$ cat src/hw/rtl/trpd_pkg.sv
`timescale 1ns / 1ps
`default_nettype none
package trpd_pkg;

    localparam int INDEX_BITS = 24;
    localparam int DATA_W     = 8;
    localparam int PIX_W      = 32;
    localparam int COUNT_W    = 8;
    localparam int START_W    = 24;
    localparam int BPP_W      = 3;
    localparam int PCOUNT_W   = 24;
    localparam int POS_W      = 2;
    localparam int CFG_IDX_W  = 1;
    localparam int CFG_DATA_W = 24;

    localparam logic [CFG_IDX_W-1:0] REG_BYTES_PER_PIXEL = 1'b0;
    localparam logic [CFG_IDX_W-1:0] REG_PIXEL_COUNT     = 1'b1;

    localparam logic [BPP_W-1:0]    BPP_RESET    = 3'd3;
    localparam logic [PCOUNT_W-1:0] PCOUNT_RESET = 24'd1;
    localparam logic [BPP_W-1:0]    BPP_MIN      = 3'd1;
    localparam logic [BPP_W-1:0]    BPP_MAX      = 3'd4;

    localparam logic [DATA_W-1:0] RAW_LIMIT = 8'd128;
    localparam logic [DATA_W-1:0] RUN_BIAS  = 8'd127;

    typedef struct packed {
        logic [BPP_W-1:0]    bytes_per_pixel;
        logic [PCOUNT_W-1:0] pixel_count;
    } t_cfg;

    typedef struct packed {
        logic [DATA_W-1:0] data_byte;
        logic              new_image;
    } t_item;

    typedef struct packed {
        logic [PIX_W-1:0]   pixel_value;
        logic [COUNT_W-1:0] repeat_count;
        logic [START_W-1:0] start_index;
        logic               image_done;
        logic               overflow_error;
    } t_result;

endpackage
`default_nettype wire

$ cat src/hw/rtl/trpd_cfg.sv
`timescale 1ns / 1ps
`default_nettype none
module trpd_cfg (
    input  wire logic                           i_clk,
    input  wire logic                           i_rst_n,
    input  wire logic                           i_cfg_valid,
    input  wire logic [trpd_pkg::CFG_IDX_W-1:0]  i_cfg_index,
    input  wire logic [trpd_pkg::CFG_DATA_W-1:0] i_cfg_data,
    output      trpd_pkg::t_cfg                 o_cfg
);
    import trpd_pkg::*;

    t_cfg r_cfg;

    always_ff @(posedge i_clk) begin
        if (!i_rst_n) begin
            r_cfg.bytes_per_pixel <= BPP_RESET;
            r_cfg.pixel_count     <= PCOUNT_RESET;
        end else if (i_cfg_valid) begin
            case (i_cfg_index)
                REG_BYTES_PER_PIXEL: r_cfg.bytes_per_pixel <= i_cfg_data[BPP_W-1:0];
                REG_PIXEL_COUNT:     r_cfg.pixel_count     <= i_cfg_data[PCOUNT_W-1:0];
                default: ;
            endcase
        end
    end

    assign o_cfg = r_cfg;

endmodule
`default_nettype wire

$ cat src/hw/rtl/trpd_decode.sv
`timescale 1ns / 1ps
`default_nettype none
module trpd_decode (
    input  wire logic            i_clk,
    input  wire logic            i_rst_n,
    input  wire logic            i_step,
    input       trpd_pkg::t_item i_item,
    input       trpd_pkg::t_cfg  i_cfg,
    output      logic            o_result_valid,
    output      trpd_pkg::t_result o_result
);
    import trpd_pkg::*;

    logic                  r_expect, n_expect;
    logic                  r_raw, n_raw;
    logic [COUNT_W-1:0]    r_left, n_left;
    logic [PIX_W-1:0]      r_pixel_bytes, n_pixel_bytes;
    logic [POS_W-1:0]      r_pos, n_pos;
    logic [INDEX_BITS-1:0] r_pixels_done, n_pixels_done;
    logic                  r_stopped, n_stopped;

    always_comb begin
        logic [BPP_W-1:0]      bpp;
        logic [BPP_W-1:0]      pos_next;
        logic [PIX_W-1:0]      bytes;
        logic [INDEX_BITS-1:0] pc;
        logic [INDEX_BITS-1:0] remaining;
        logic [COUNT_W-1:0]    left;
        logic [COUNT_W-1:0]    count;

        bpp       = i_cfg.bytes_per_pixel;
        pos_next  = '0;
        bytes     = '0;
        pc        = '0;
        remaining = '0;
        left      = '0;
        count     = '0;

        // a new-image byte clears decoding before it is taken as a header
        if (i_item.new_image) begin
            n_expect      = 1'b1;
            n_raw         = 1'b0;
            n_left        = '0;
            n_pixel_bytes = '0;
            n_pos         = '0;
            n_pixels_done = '0;
            n_stopped     = 1'b0;
        end else begin
            n_expect      = r_expect;
            n_raw         = r_raw;
            n_left        = r_left;
            n_pixel_bytes = r_pixel_bytes;
            n_pos         = r_pos;
            n_pixels_done = r_pixels_done;
            n_stopped     = r_stopped;
        end

        o_result_valid = 1'b0;
        o_result       = '0;

        if (!n_stopped) begin
            if (n_expect) begin
                if (i_item.data_byte < RAW_LIMIT) begin
                    n_raw  = 1'b1;
                    n_left = i_item.data_byte + 8'd1;
                end else begin
                    n_raw  = 1'b0;
                    n_left = i_item.data_byte - RUN_BIAS;
                end
                n_expect      = 1'b0;
                n_pixel_bytes = '0;
                n_pos         = '0;
            end else begin
                if (bpp < BPP_MIN) bpp = BPP_MIN;
                if (bpp > BPP_MAX) bpp = BPP_MAX;
                bytes    = n_pixel_bytes
                         | (PIX_W'(i_item.data_byte) << {n_pos, 3'b000});
                pos_next = {1'b0, n_pos} + 3'd1;
                if (pos_next < bpp) begin
                    n_pixel_bytes = bytes;
                    n_pos         = pos_next[POS_W-1:0];
                end else begin
                    pc = INDEX_BITS'(i_cfg.pixel_count);
                    if (pc == '0) pc = INDEX_BITS'(1);
                    if (n_pixels_done >= pc) begin
                        n_stopped = 1'b1;
                    end else begin
                        remaining = pc - n_pixels_done;
                        left      = (n_left == '0) ? 8'd1 : n_left;
                        count     = n_raw ? 8'd1 : left;
                        // clip a run to the pixels still owed to the image
                        if (INDEX_BITS'(count) > remaining) count = remaining[COUNT_W-1:0];

                        o_result_valid              = 1'b1;
                        o_result.pixel_value        = bytes;
                        o_result.repeat_count       = count;
                        o_result.start_index        = START_W'(n_pixels_done);
                        o_result.image_done         = INDEX_BITS'(count) >= remaining;
                        o_result.overflow_error     = INDEX_BITS'(left) > remaining;

                        n_pixels_done = n_pixels_done + INDEX_BITS'(count);
                        n_left        = left - count;
                        if (n_left == '0) n_expect = 1'b1;
                        n_pixel_bytes = '0;
                        n_pos         = '0;
                        if (o_result.image_done) n_stopped = 1'b1;
                    end
                end
            end
        end
    end

    always_ff @(posedge i_clk) begin
        if (!i_rst_n) begin
            r_expect      <= 1'b1;
            r_raw         <= 1'b0;
            r_left        <= '0;
            r_pixel_bytes <= '0;
            r_pos         <= '0;
            r_pixels_done <= '0;
            r_stopped     <= 1'b0;
        end else if (i_step) begin
            r_expect      <= n_expect;
            r_raw         <= n_raw;
            r_left        <= n_left;
            r_pixel_bytes <= n_pixel_bytes;
            r_pos         <= n_pos;
            r_pixels_done <= n_pixels_done;
            r_stopped     <= n_stopped;
        end
    end

endmodule
`default_nettype wire

$ cat src/hw/rtl/tga_rle_pixel_decoder_top.sv
// Run-length pixel decoder: takes one data byte per cycle and gives at most one result per
// byte (a literal pixel, or a whole run clipped to the image). A taken byte is held in
// the input register, then passes through the decode logic into the result register.
// The rate is one byte every cycle, set by the single decode pass that updates packet,
// pixel and index state per byte; it drops only while a waiting result is stalled. A
// byte with new_image high restarts decoding; after the result that completes the image
// bytes are dropped until the next new_image byte. The configuration port is always
// ready; write it only while no transaction is in flight.
`timescale 1ns / 1ps
`default_nettype none
module tga_rle_pixel_decoder_top (
    input  wire logic                            i_clk,
    input  wire logic                            i_rst_n,
    input  wire logic                            i_valid,
    output      logic                            o_stall,
    input  wire logic [trpd_pkg::DATA_W-1:0]     i_data_byte,
    input  wire logic                            i_new_image,
    output      logic                            o_valid,
    input  wire logic                            i_stall,
    output      logic [trpd_pkg::PIX_W-1:0]      o_pixel_value,
    output      logic [trpd_pkg::COUNT_W-1:0]    o_repeat_count,
    output      logic [trpd_pkg::START_W-1:0]    o_start_index,
    output      logic                            o_image_done,
    output      logic                            o_overflow_error,
    input  wire logic                            i_cfg_valid,
    output      logic                            o_cfg_ready,
    input  wire logic [trpd_pkg::CFG_IDX_W-1:0]  i_cfg_index,
    input  wire logic [trpd_pkg::CFG_DATA_W-1:0] i_cfg_data
);
    import trpd_pkg::*;

    t_cfg    cfg;
    t_item   r_in;
    logic    r_in_valid;
    t_result r_out;
    logic    r_out_valid;
    t_result res;
    logic    res_valid;
    logic    advance;

    assign o_cfg_ready = 1'b1;

    trpd_cfg u_cfg (
        .i_clk       (i_clk),
        .i_rst_n     (i_rst_n),
        .i_cfg_valid (i_cfg_valid),
        .i_cfg_index (i_cfg_index),
        .i_cfg_data  (i_cfg_data),
        .o_cfg       (cfg)
    );

    // decode the held byte once the result register is free or being drained
    assign advance = r_in_valid && (!r_out_valid || !i_stall);
    assign o_stall = r_in_valid && !advance;

    trpd_decode u_decode (
        .i_clk          (i_clk),
        .i_rst_n        (i_rst_n),
        .i_step         (advance),
        .i_item         (r_in),
        .i_cfg          (cfg),
        .o_result_valid (res_valid),
        .o_result       (res)
    );

    always_ff @(posedge i_clk) begin
        if (!i_rst_n) begin
            r_in_valid <= 1'b0;
        end else if (!o_stall) begin
            r_in_valid <= i_valid;
        end
    end

    always_ff @(posedge i_clk) begin
        if (i_valid && !o_stall) begin
            r_in.data_byte <= i_data_byte;
            r_in.new_image <= i_new_image;
        end
    end

    always_ff @(posedge i_clk) begin
        if (!i_rst_n) begin
            r_out_valid <= 1'b0;
        end else if (advance) begin
            r_out_valid <= res_valid;
        end else if (!i_stall) begin
            r_out_valid <= 1'b0;
        end
    end

    always_ff @(posedge i_clk) begin
        if (advance && res_valid) begin
            r_out <= res;
        end
    end

    assign o_valid          = r_out_valid;
    assign o_pixel_value    = r_out.pixel_value;
    assign o_repeat_count   = r_out.repeat_count;
    assign o_start_index    = r_out.start_index;
    assign o_image_done     = r_out.image_done;
    assign o_overflow_error = r_out.overflow_error;

endmodule
`default_nettype wire

$ cat config.mk
export PLATFORM = sky130hd
export DESIGN_NAME = tga_rle_pixel_decoder_top
export DESIGN_NICKNAME = d
export VERILOG_FILES = /design/src/hw/rtl/trpd_pkg.sv /design/src/hw/rtl/trpd_cfg.sv /design/src/hw/rtl/trpd_decode.sv /design/src/hw/rtl/tga_rle_pixel_decoder_top.sv
export SDC_FILE = /design/constraint.sdc
export NUM_CORES = 1
export LEC_CHECK = 0
export BUFFER_PORTS_ARGS = -buffer_cell sky130_fd_sc_hd__buf_2
export CAP_MARGIN = 20
export CORE_MARGIN = 2
export CORE_UTILIZATION = 64
export CTS_CLUSTER_DIAMETER = 150
export DETAILED_ROUTE_END_ITERATION = 10
export PLACE_DENSITY = 0.95
export SLEW_MARGIN = 25
export SYNTH_ARGS = -nofsm -noshare
export SYNTH_HDL_FRONTEND = slang
export SYNTH_SLANG_ARGS = --single-unit
$ cat constraint.sdc
create_clock -name i_clk -period 12.3 [get_ports i_clk]
set_input_delay 1.845 -clock i_clk [delete_from_list [all_inputs] [get_ports i_clk]]
set_output_delay 1.845 -clock i_clk [all_outputs]
set_load 0.01 [all_outputs]
== After elaboration in Yosys (flattened, before gate mapping) ==
Cells that the tools add are included.

* Output and inout port bits: 69
* Logic and storage cells: 111
* Register bits: 173

* Equal/unequal tests: 1
* Muxes and demuxes: 60
* Order comparisons: 8
* Reduce and logical (&&, ||, !) cells: 15
* Bitwise operators: 2
* Add/sub/neg operators: 6
* Shift-type cells: 1

{| class="wikitable"
|+ Operator list
! kind !! count
|-
| $mux W24 || 9
|-
| $mux W32 || 5
|-
| $mux W8 || 13
|-
| $gt A8 B24 Y1 || 2
|-
| $or A32 B32 Y32 || 1
|-
| $shl A8 B5 Y32 || 1
|-
| $add A24 B8 Y24 || 1
|-
| $ge A24 B24 Y1 || 1
|-
| $ge A8 B24 Y1 || 1
|-
| $logic_not A24 Y1 || 1
|-
| $sub A24 B24 Y24 || 1
|-
| $mux W1 || 22
|-
| $mux W3 || 6
|-
| $logic_not A8 Y1 || 2
|-
| $mux W2 || 5
|-
| $add A8 B1 Y8 const B || 1
|-
| $lt A8 B8 Y1 const B || 1
|-
| $sub A8 B7 Y8 const B || 1
|-
| $sub A8 B8 Y8 || 1
|-
| $logic_and A1 B1 Y1 || 4
|-
| $logic_not A1 Y1 || 4
|-
| $reduce_and A2 Y1 || 2
|-
| $reduce_or A4 Y1 || 1
|-
| $add A2 B1 Y3 const B || 1
|-
| 6 further kinds || 6
|}

== Longest topological paths before layout ==
Gate-level depths: netlist of the first run.

* Depth after elaboration: 26
* Gate-level depth with buffers: 35
* Gate-level depth less buffers: 33

== By module ==
A second synthesis of the first run with hierarchy kept.

* Cell total of the unflattened synthesis: 1173
* Area total of the unflattened synthesis: 10436.3 um2

{| class="wikitable"
|+ Modules (own cells, without submodules)
! module !! cells an instance !! area an instance (um2) !! instances !! sequential area each (um2)
|-
| trpd_decode || 962 || 6925.4 || 1 || 1381.3
|-
| tga_rle_pixel_decoder_top || 87 || 2354.8 || 1 || 2292.2
|-
| trpd_cfg || 124 || 1156.1 || 1 || 540.5
|}

== Worst setup path after synthesis of the first run ==
No wires, ideal clock.

* Path type: reg2reg
* From: register r_in[0] in the netlist's numbering
* To: register u_decode.r_pixels_done[22]
* Buffers on the path: 3
* Path slack: 5342 ps
* Setup time: 72 ps
* Required time: 12228 ps
* Period minus slack after synthesis: 6958 ps
* Arrival time: 6886 ps
* Cell stages (with the launch flop): 32
* Cell sequence: edfxtp_1 inv_1 clkbuf_1 clkbuf_1 buf_1 nand2_1 ha_1 nor2b_1 o31a_1 o31ai_2 a2111oi_1 or3_1 a221oi_1 nand4_1 nor2_4 nand2_4 mux2_4 inv_1 ha_1 inv_1 fa_1 nor2b_1 o21ai_0 a21boi_0 o21ai_0 a21boi_0 o21ai_0 a2111o_1 nor4_2 nand4_1 nor3_1 mux2i_1

* Longest elaborated chain between the ends: 15

{| class="wikitable"
|+ Ends and longest elaborated chain
! what !! line !! source
|-
| start: declaration || tga_rle_pixel_decoder_top.sv:33 || <nowiki>t_item r_in;</nowiki>
|-
| branches (longest 14 deep; another with $sub A24 B24 Y24) || - ||
|-
| $mux W24 * || trpd_decode.sv:61 || <nowiki>if (!n_stopped) begin</nowiki>
|-
| end signal: assignment || trpd_decode.sv:128 || <nowiki>r_pixels_done <= n_pixels_done;</nowiki>
|-
| end: declaration || trpd_decode.sv:19 || <nowiki>logic [INDEX_BITS-1:0] r_pixels_done, n_pixels_done;</nowiki>
|}

Mark *: on every way between the ends. The select of a mux whose other input is x is not followed.
A chain may end at the register's enable or synchronous reset.

== Worst setup path after layout of the first run ==
Same ends and word-level chain as after synthesis.

==> impl_metrics.yaml, run 1 <==
grt:
  grt_first_pass_wirelength_um: 43800
  antenna_found_initial: 0
  track_usage_pct: 33.2
  grt_max_degree: 103
  grt_pass1_vias: 8637
  grt_overflow_total: 0
floorplan:
  initial_core_util_pct: 64.9
  die-height_um: 130
  die_area_um2: 17000
  core_area_um2: 15800
  rows: 46
  die_w_um: 130
  num_io_pins: 108
status:
  status: "completed"
drt:
  wl_um: 27700
  viasPerCell: 6.32
  drt-pass1-iter-count: 5
  drt_iter0_drc: 1054
  dr_total_vias: 8958
  drc: 0
  routedWlPerCell_um: 19.6
  antenna_left: 0
synthesis:
  netlist_instances: 1144
  async_reset_ff_share_pct: 0
  synthFlopType: "dfxtp_1"
  ys_seq_area_share_pct: 41.2
  ys_seq_elements: 173
  synthesis.nets: 1253
  syn-cell-area_um2: 10200
  syn_avg_cell_area_um2: 8.94
  ys_warn_count: 0
  synth_cell_types: 77
  synth_edf_count: 75
hold_path:
  min_to: "u_cfg.o_cfg[24]"
  holdCritStartpoint: "u_cfg.o_cfg[24]"
  hold_path_class: "register to register"
  hold_depth: 2
cts:
  clk_path_buf_depth: 2
  clock-sinks: 173
  cts_hold_buf: 0
  post_cts_buffers: 0
  root_buffer: "clkbuf_16"
  post_cts_resized: 0
  clk_pin_slew_worst_paths_ns: 0.07
  cts_tree: "done"
  worstSkewPairLatency_ns: 0.45
  cts_max_level: 4
  numCtsBuffers: 17
timing:
  drv_slew: 0
  worst_pin_slew_ns: 1.11
  skew_ns: 0.0119
  fin_ws_ns: 3.88
  report.final.setup_viol: 0
  finalHoldViolations: 0
  tns_ns: 0
  rsz0062_at_grt: "false"
  fin_crit_sh_pct: 68.5
  slew_headroom_pct: 26.1
  hold-worst-slack_ns: 0.477
  fmax_ghz: 0.119
  min_period_ns: 8.42
setup_path:
  regToRegEndpoint: "u_decode.r_pixels_done[22]"
  r2r_start: "r_in[0]"
  max_stage_delay_ns: 0.81
  path_max_fanout: 25
  worstPathRequired_ns: 12.67
  criticalPathCategory: "register to register"
  ff2ff_setup_slack_ns: 3.88
  cp-end-kind: "register"
  cp_slowest_cell: "edfxtp_1"
  start_kind: "register"
  critical_path_buf_inv_count: 4
  cp_top_family: "compound AO/OA/AOI/OAI gates"
  path_common_cell: "inv_1"
  worstPathArrival_ns: 8.80
  r2r_cells: 29
cells_and_area:
  antennaDiodeCount: 0
  drive_above_1_share_pct: 14.1
  syn_to_final_growth_pct: 10.8
  fillers: 1128
  multi_input_area_um2: 5510
  final_nets: 1297
  post-route-util_pct: 71.9
  seq_area_um2: 4210
power:
  p_seq_share_pct: 44.9
  switching_power_w: 0.000406
  p_int_w: 0.000969
  pwr-share-comb_pct: 16.1
  powerDensity_nw_per_um2: 121
  leakagePower_nw: 4.53
  total_power_w: 0.00138
  swShare_pct: 29.5
  ir_worst_vdd_mv: 0.0945
  clkPwrFrac_pct: 39.0
place:
  port_buffers: 106
  hpwlAfterDp_um: 19300
  dp_slack_ns: 4.11
  routabilityCongestion: 0.952
run:
  max-cap-violations: 0
-- Yosys cell counts (20+ instances only) --
cell type  instances  area share [%]
a21o_1            20             1.5
edfxtp_1          75              22
dfxtp_1           98              19
and2_1            23             1.4
inv_1             51             1.9
nand2_1          128             4.7
ha_1              67             8.2
a21oi_1           45             2.2
nand3_1           22             1.1
nor2_1           102             3.7
a21boi_0          30             2.2
clkbuf_1          70             2.6
nor2b_1           80             4.9
a22oi_1           76             5.6
o21ai_0           28             1.4
-- routing by layer --
layer / track usage, % / up-vias / routed length, um
li1: - / 4124 / -
met5: 0 / - / 0
met3: 5.78 / 118 / 2120
met2: 54.0 / 517 / 13000
met1: 42.3 / 4199 / 11200
met4: 18.1 / 0 / 1430
-- worst register-to-register path, delay by kind of cell (launching register included) --
family	cells	cell delay, ns
mux	2	0.59
buf+inv	4	0.87
compound gates	10	2.49
flops	1	0.81
fa+ha+maj	3	1.05
xor+xnor	1	0.08
simple gates	9	2.46
-- power groups by stage --
stage,combinational [W],sequential (W),clock [W]
after global placement,0.000210,0.000629,0
after detailed placement,0.000213,0.000630,0
after global routing,0.000243,0.000618,0.000561
after floorplan,0.000169,0.000621,0
after CTS,0.000216,0.000617,0.000536
final,0.000222,0.000618,0.000536
-- sequential cells by signal, indices dropped and copies added, names as in the netlist, 8 cells and up --
register	flops
u_decode.r_pixels_done	24
u_decode.r_left	8
o_repeat_count	8
r_in	9
u_decode.r_pixel_bytes	32
o_start_index	24
u_cfg.o_cfg	27
o_pixel_value	32
-- kinds of logic after synthesis --
family | Yosys count | share of synthesized area, %
xor gates and xnor gates | 36 | 3.08
and+or+nand+nor | 438 | 21.2
adders and majority gates | 70 | 8.78
buffers and inverters | 137 | 5.14
muxes | 18 | 1.88
DFF | 173 | 41.2
AOI/OAI and AO/OA | 271 | 18.7
other | 1 | 0.0367
-- layout make-up --
class	count	share of cell area, %
Inverter	51	1.69
Multi-Input combinational cell	834	48.6
Clock buffer	18	3.88
Tap cell	216	2.38
Sequential cell	173	37.2
Clock inverter	14	1.27
Timing Repair Buffer	111	5.01
-- worst max-delay path by stage --
stage | slack, ns | endpoint | depth (start not counted) | from
2_1_floorplan | 5.34 | u_decode.r_pixels_done[22] | 31 | r_in[0]
3_3_place_gp | 4.48 | u_decode.r_pixels_done[22] | 29 | r_in[0]
3_5_place_dp | 4.11 | u_decode.r_pixels_done[22] | 29 | r_in[0]
4_1_cts | 4.06 | u_decode.r_pixels_done[22] | 29 | r_in[0]
5_1_grt | 3.35 | u_decode.r_pixels_done[22] | 28 | r_in[0]
6_report | 3.88 | u_decode.r_pixels_done[22] | 29 | r_in[0]
-- through the flow --
stage          cells  area (um2)
2_1_floorplan   1144       10200
3_3_place_gp    1385       10700
3_5_place_dp    1385       10700
4_1_cts         1417       11300
5_1_grt         1417       11300
6_report        1417       11300
-- layout by cell type (no fill, tap or decap), drive strengths merged, types with 4 or more instances in the layout --
master,count
inv,59
xor2,18
and2,24
ha,67
nor4,13
buf,111
edfxtp,75
nand2b,10
nor2b,80
nand4,16
a211oi,7
clkinv,6
a22oi,76
a21o,20
o21a,13
nor3,15
a21oi,47
clkbuf,18
a21boi,30
mux2,4
o21ai,32
and3,10
a211o,5
o22ai,4
mux2i,14
dfxtp,98
nand2,130
nor2,105
nand3,23
o211ai,6
xnor2,18
(Power assumes the default switching activity.)
==> inputs of run 2 (changes only) <==
- CORE_UTILIZATION: 64 -> 54
- PLACE_DENSITY: 0.95 -> 0.88
- clock period: 12.3 -> 7.35 ns (I/O delays scaled with it)
==> run 2 against run 1 <==
Via count shrank 1.9%. Largest power group unchanged. Sequential power increased by 67%. Clock power is 75% higher. Critical path type unchanged. Worst hold slack lost 0.0063 ns. Highest routed layer unchanged. Critical path depth up 1.
==> impl_metrics.yaml, run 2 (same netlist as run 1, synthesis figures left out) <==
cells_and_area:
  final_nets: 1318
  final_cells: 1456
  final_cell_mix: "128 x nand2_1, 106 x buf_2, 102 x nor2_1"
  fillers: 1484
  seq_area_um2: 4220
  final_common_cell: "nand2_1"
  syn_to_final_growth_pct: 13.6
  post-route-util_pct: 62.3
  drive_above_1_share_pct: 16.6
  multi_input_area_um2: 5580
  antennaDiodeCount: 0
setup_path:
  cp-end-kind: "register"
  start_kind: "register"
  path_common_cell: "o21ai_1"
  worstPathRequired_ns: 7.71
  regToRegEndpoint: "u_decode.r_pixels_done[22]"
  r2r_cells: 30
  r2r_start: "u_cfg.o_cfg[3]"
  ff2ff_setup_slack_ns: 0.10
  max_stage_delay_ns: 0.55
  cp_slowest_cell: "a2111o_1"
  criticalPathCategory: "register to register"
  worstPathArrival_ns: 7.61
  path_max_fanout: 5
place:
  hpwlAfterDp_um: 18500
  port_buffers: 106
  dp_slack_ns: -0.0379
  routabilityCongestion: 0.907
  dp.cells: 1420
drt:
  routedWlPerCell_um: 18.1
  drt_iter0_drc: 842
  wl_um: 26400
  dr_total_vias: 8789
  viasPerCell: 6.04
  drt-pass1-iter-count: 6
  antenna_left: 0
  drc: 0
grt:
  grt_max_degree: 103
  antenna_found_initial: 0
  grt_overflow_total: 0
  grt_first_pass_wirelength_um: 41900
  grt_pass1_vias: 8416
  track_usage_pct: 26.2
cts:
  clock-sinks: 173
  root_buffer: "clkbuf_16"
  worstSkewPairLatency_ns: 0.44
  clk_pin_slew_worst_paths_ns: 0.07
  clk_path_buf_depth: 2
  cts_max_level: 4
  cts_tree: "done"
  numCtsBuffers: 17
timing:
  report.final.setup_viol: 0
  fin_crit_sh_pct: 98.6
  slew_headroom_pct: 34.9
  min_period_ns: 7.25
  fmax_ghz: 0.138
  finalHoldViolations: 0
  fin_ws_ns: 0.104
  worst_pin_slew_ns: 0.969
  skew_ns: 0.0111
  drv_slew: 0
  tns_ns: 0
run:
  max-cap-violations: 0
floorplan:
  num_io_pins: 108
  initial_core_util_pct: 54.9
  die_w_um: 142
  rows: 50
  core_area_um2: 18600
  die-height_um: 142
  die_area_um2: 20100
status:
  status: "completed"
power:
  leakagePower_nw: 4.66
  powerDensity_nw_per_um2: 202
  ir_worst_vdd_mv: 0.187
hold_path:
  hold_depth: 2
  min_to: "u_cfg.o_cfg[24]"
  hold_path_class: "register to register"
  holdCritStartpoint: "u_cfg.o_cfg[24]"
==> run 2: changes by cell type in the layout (fill, tap and decap cells not counted), moves of 3 or more <==
cell | previous run | this run
a21oi_1 | 45 | 42
a21oi_2 | 2 | 5
o21ai_0 | 28 | 25
inv_8 | 4 | 7
buf_4 | 5 | 26
o21ai_1 | 4 | 7
==> run 2: report_power, final <==
part	internal [W]	total, W	switching (W)
Combinational	0.000156	0.000384	0.000227
Sequential	0.00101	0.00103	0.0000193
Clock	0.000493	0.000936	0.000443
==> run 2: per-stage QoR <==
stage / hold WS (ns) / area, um2 / power (W)
floorplan: 0.432 / 10200 / 0.00132
global placement: 0.448 / 10900 / 0.00141
detailed placement: 0.454 / 10900 / 0.00142
CTS: 0.472 / 11500 / 0.00234
global route: 0.496 / 11600 / 0.00244
finish: 0.470 / 11600 / 0.00235
==> run 2: worst max-delay path, delay by kind of cell (launching register included) <==
| family | cells | cell delay, ns |
|---|---|---|
| and+or+nand+nor | 10 | 2.39 |
| buffers and inverters | 2 | 0.15 |
| AOI/OAI and AO/OA | 11 | 2.43 |
| DFF | 1 | 0.35 |
| muxes | 2 | 0.54 |
| adders and majority gates | 4 | 1.22 |
| xor gates and xnor gates | 1 | 0.08 |
==> run 2: routing by layer <==
metal  up-vias  GRT usage (%)  wire length [um]
met2       389           42.3             12500
met4         0           12.9              1010
li1       4176              -                 -
met5         -              0                 0
met3        76           4.18              1720
met1      4148           34.4             11100
==> run 2: how the worst max path moves through the flow <==
stage | start | endpoint | slack (ns) | cells past startpoint
after floorplan | r_in[0] | u_decode.r_pixels_done[22] | 0.39 | 31
after global placement | u_cfg.o_cfg[1] | u_decode.r_pixels_done[22] | 0.21 | 30
after detailed placement | u_cfg.o_cfg[1] | u_decode.r_pixels_done[22] | -0.04 | 32
after CTS | u_cfg.o_cfg[13] | u_decode.r_pixels_done[22] | 0.002 | 30
after global routing | u_cfg.o_cfg[3] | u_decode.r_pixels_done[22] | -0.18 | 30
final | u_cfg.o_cfg[3] | u_decode.r_pixels_done[22] | 0.10 | 30
==> run 2: final cells by class <==
class                   count  share of cell area (%)
flip-flops and latches    173                    36.3
clock inverters            15                    1.63
multi-input cells         834                    48.0
inverters                  51                    1.65
well taps                 234                    2.52
repair buffers            132                    6.25
clock buffers              17                    3.66
==> run 2: timing repair <==
| item | 4_1_cts | 5_1_grt |
|---|---|---|
| gates resized for setup | 2 | 19 |
| endpoints found under the setup margin | 3 | 15 |
| buffers inserted | 0 | 4 |
| pin swaps | 1 | 10 |
| hold buffers | 0 | 0 |
